===== config.mk =====
export PLATFORM = sky130hd
export DESIGN_NAME = mqlf_stack
export DESIGN_NICKNAME = d
export VERILOG_FILES = /design/src/rtl/mqlf_pkg.sv /design/src/rtl/mqlf_stack.sv
export SDC_FILE = /design/constraint.sdc
export NUM_CORES = 2
export LEC_CHECK = 0
export BUFFER_PORTS_ARGS = -buffer_cell sky130_fd_sc_hd__buf_2
export CORE_ASPECT_RATIO = 1.4
export CORE_UTILIZATION = 35
export CTS_BUF_LIST = sky130_fd_sc_hd__clkbuf_8
export CTS_CLUSTER_SIZE = 10
export DETAILED_ROUTE_END_ITERATION = 16
export PLACE_DENSITY = 0.56
export SYNTH_ARGS = -nofsm -noshare
export SYNTH_HDL_FRONTEND = slang
export SYNTH_SLANG_ARGS = --single-unit

===== constraint.sdc =====
create_clock -name clk -period 9.2 [get_ports clk]
set_input_delay 0.46 -clock clk [delete_from_list [all_inputs] [get_ports clk]]
set_output_delay 0.46 -clock clk [all_outputs]
set_load 0.1 [all_outputs]

===== src/rtl/mqlf_pkg.sv =====
// Shared constants and types for the linked multi-queue FIFO manager.
`timescale 1ns / 1ps
package mqlf_pkg;
  localparam int NUM_QUEUES   = 16;
  localparam int POOL_ENTRIES = 64;
  localparam int QW     = (NUM_QUEUES > 1) ? $clog2(NUM_QUEUES) : 1;
  localparam int PW     = (POOL_ENTRIES > 1) ? $clog2(POOL_ENTRIES) : 1;
  localparam int LEN_W  = $clog2(POOL_ENTRIES + 1);
  localparam int TOT_W  = $clog2(NUM_QUEUES + 1);
  localparam int ID_W   = 8;
  localparam int TAG_W  = 64;
  localparam int CNT_W  = 7;

  typedef enum logic [1:0] {
    FN_CREATE = 2'd0,
    FN_ENQ    = 2'd1,
    FN_DEQ    = 2'd2,
    FN_LIST   = 2'd3
  } func_t;

  typedef enum logic [5:0] {
    ST_INIT  = 6'b000001,
    ST_IDLE  = 6'b000010,
    ST_EXEC  = 6'b000100,
    ST_WALK  = 6'b001000,
    ST_POP   = 6'b010000,
    ST_EMIT  = 6'b100000
  } state_t;

  typedef struct packed {
    logic             wr_en;
    logic [PW-1:0]    wr_addr;
    logic [TAG_W-1:0] wr_data;
    logic [PW-1:0]    rd_addr;
  } stack_ctl_t;
endpackage


===== src/rtl/mqlf_stack.sv =====
// Tag stack that reverses a walked queue chain for newest-first listing.
`timescale 1ns / 1ps
module mqlf_stack (
  input  logic                           clk,
  input  mqlf_pkg::stack_ctl_t           ctl,
  output logic [mqlf_pkg::TAG_W-1:0]     rd_data
);
  logic [mqlf_pkg::TAG_W-1:0] mem [mqlf_pkg::POOL_ENTRIES];
  logic [mqlf_pkg::TAG_W-1:0] rd_data_r;

  always_ff @(posedge clk) begin
    if (ctl.wr_en) begin
      mem[ctl.wr_addr] <= ctl.wr_data;
    end
    rd_data_r <= mem[ctl.rd_addr];
  end

  assign rd_data = rd_data_r;
endmodule

==> impl_metrics.yaml <==
logic_synthesis:
  asyncSetResetFlopFracSynth: 0
  syn_avg_cell_area_um2: 23.7
  synth_seq_area_share: 0.795
  synth_seq_cells: 4160
  post_synthesis_cell_area_mm2: 0.156
  synth.lib_cells_used.distinct: 33
  post_synthesis_net_count: 6676
  synth_flop_cell: "edfxtp_1"
  yosys_warnings: 0
  synthCells: 6598
  number_of_synthesized_flops_with_an_enable_pin: 4096
worst_setup_path:
  ff2ff_path_depth: 4
  launch_instance_of_the_worst_register_to_register_path: "mem[38][8]"
  critPathCaptureType: "register"
  worst_setup_path_start_kind: "input port"
  cp_data_arrival_time_ns: 4.42
  regToRegSetupSlack_ns: 6.95
  maximum_fanout_along_the_worst_path: 39
  setup.worst_path.class: "in2reg"
  critPathRequiredTime_ns: 9.89
  r2r-end: "rd_data[8]"
die:
  floorplan.rows: 290
  dieArea_mm2: 0.449
  io_pins: 142
  floorplan.die.width_um: 567
  initial_utilization: 0.351
  chipHeight_um: 793
  fp.coreArea_mm2: 0.445
timing:
  report.final.slew_viol_count: 0
  timing.final.hold_violations: 0
  worst-slew-pin-transition_ns: 1.47
  timing.max_slew.rel_slack: 0.0199
  setup_violations_final: 0
  grt_setup_unrepaired: "false"
  worst_clock_skew_ns: 0.0722
  tns_ns: 0
  final_cycle_utilization_of_the_critical_path: 0.406
  timing_limited_maximum_frequency_ghz: 0.268
  minimum_clock_period_after_layout_ns: 3.73
placed_design:
  hpwl_mm: 241
  port_buffers: 141
  placed_area_mm2: 0.165
  globalplace.congestion: 0.780
  number_of_cells_after_detailed_placement: 12400
clock_network:
  clock_tree.htree_level_count: 6
  tritoncts.num_buffers: 603
  cts_sinks: 4160
  cts.root.buffer_cell: "clkbuf_8"
  cts-resized-gates: 0
  tritoncts_clock_tree: "built"
  clk_pin_slew_ns: 0.06
  cts.path.max_buffers: 4
  worst_skew_late_latency_ns: 1.16
route:
  drc_errors: 2
  route.detailed.vias_per_inst: 5.61
  routedWlPerCell_um: 34.0
  route.vias.total: 75800
  detail_route.wirelength_mm: 459
  iteration_count_of_the_initial_detailed_routing_pass: 12
  drt_iter0_markers: 7974
  antenna_left: 0
power:
  ir_worst_vdd_uv: 101
  powerDensity_mw_per_mm2: 209
  leakage_dissipation_nw: 54.6
  totalPowerFinal_mw: 36.7
job:
  drv.max_cap_violation_count: 0
worst_hold_path:
  worstHoldStart: "ctl[18]"
  min_delay_worst_endpoint: "mem[60][12]"
  timing.hold.worst_path_depth: 1
  hold_path_class: "in2reg"
grt:
  grt_start_max_net_pins: 122
  grt_pass1_wl_mm: 633
  globalRouteTotalUtil: 0.202
  global_route.overflow_total: 0
  antenna_found_initial: 53
  grt_pass1_vias: 78700
finish:
  finalNetCount: 7249
  final_core_util: 0.395
  instances_no_fill: 13500
  flow.area_growth_from_synthesis_pct: 12.5
  post_route_cells_drive_above_1_share: 0.286
  fin_area_mm2: 0.176
run_status:
  outcome: "complete, but fails checks"
  violations: "DRC"
cell usage in the layout (no fill, tap or decap), types with 4 or more instances in the layout:
cell / n
edfxtp_1: 4096
nand3_1: 45
inv_1: 236
and3_1: 64
a22oi_1: 168
a31oi_1: 18
dfxtp_1: 64
clkinv_1: 135
nor2b_4: 4
nand2_1: 54
inv_6: 15
clkinv_2: 55
buf_4: 157
o22ai_1: 83
clkinvlp_4: 12
bufinv_16: 5
a211oi_1: 63
diode_2: 24
mux2i_1: 135
nor2_1: 47
nor2_4: 65
a22o_1: 88
buf_2: 138
a2bb2oi_1: 19
clkbuf_8: 632
buf_12: 30
or3_1: 29
nor2b_1: 24
a41oi_1: 26
or2_2: 28
o221ai_1: 38
nand2b_1: 9
inv_8: 4
dlygate4sd3_1: 11
mux4_2: 1024
metal layers:
layer	track usage	wire length [um]
met5	0	106
met4	0.0679	15400
met3	0.0306	28000
met2	0.364	244000
met1	0.246	172000
worst max-delay path by stage:
stage,startpoint,end,slack (ns),depth (start not counted)
final,ctl[71],mem[47][57],5.47,6
after global routing,ctl[71],mem[47][57],5.58,6
after CTS,ctl[71],mem[47][57],5.59,6
after detailed placement,ctl[2],rd_data[27],4.49,8
after global placement,ctl[2],rd_data[41],4.51,8
after floorplan,ctl[73],mem[48][0],3.30,4
logic make-up after synthesis:
| family | Yosys count | synth area share |
|---|---|---|
| AO/OA/AOI/OAI | 504 | 0.0248 |
| buffers and inverters | 389 | 0.0118 |
| flip-flops | 4160 | 0.795 |
| multiplexers | 1159 | 0.156 |
| AND/OR/NAND/NOR | 386 | 0.0124 |
critical path, cell delays in order:
cell and delay, ns:
dlygate4sd3_1 0.57, buf_2 0.27, nand4_1 0.79, nor2_4 0.49
buf_4 0.70, buf_4 0.95
metrics by stage:
stage                     worst slack (ns)  hold slack [ns]
after floorplan                       3.30            0.559
after global placement                4.51            0.814
after detailed placement              4.49            0.818
after CTS                             5.59        0.0000396
after global routing                  5.58           0.0757
final                                 5.47           0.0634
final cells by class:
cell class | count | area, um2
repair buffers | 338 | 2610
inverters | 19 | 71.3
diodes | 24 | 60.1
clock buffers | 632 | 8700
multi-input cells | 2049 | 30800
fillers | 39000 | 269000
well taps | 5840 | 7310
flip-flops and latches | 4160 | 124000
clock inverters | 445 | 2050
where the power goes:
group	internal, mW	leakage, nW	switching, mW
registers	21.0	37.4	0.101
logic	0.645	10.9	1.42
clock network	6.52	6.31	7.05
total	28.2	54.6	8.57
cells in the mapped netlist, types with 2 or more instances:
master	number	area (um2)
mux4_2	1024	23100
buf_4	34	255
clkbuf_1	140	526
mux2i_1	135	1350
a31oi_1	18	113
buf_1	20	75.1
buf_2	170	851
or2_2	28	175
and3_1	64	400
a41oi_1	26	228
nor2b_1	28	175
a2bb2oi_1	19	166
a211oi_1	63	473
a22oi_1	168	1260
and2_1	3	18.8
edfxtp_1	4096	123000
or3_1	29	181
nand3_1	45	225
nor3_1	2	10.0
inv_1	19	71.3
buf_6	6	67.6
nor2_1	112	420
dfxtp_1	64	1280
nand2b_1	11	68.8
o221ai_1	38	333
o22ai_1	83	519
nand4_1	2	12.5
nand2_1	58	218
nand3b_1	2	15.0
a22o_1	88	771
sequential cells by signal, indices dropped and copies added (netlist names):
register / count
mem: 4096
rd_data: 64
repair_timing:
| item | 4_1_cts | 5_1_grt |
|---|---|---|
| setup buffers | 0 | 0 |
| hold buffers | 11 | 0 |
| endpoints found under the setup margin | 0 | 0 |
| endpoints found under the hold margin | 228 | 0 |
Power figures use the tool's default switching activity.
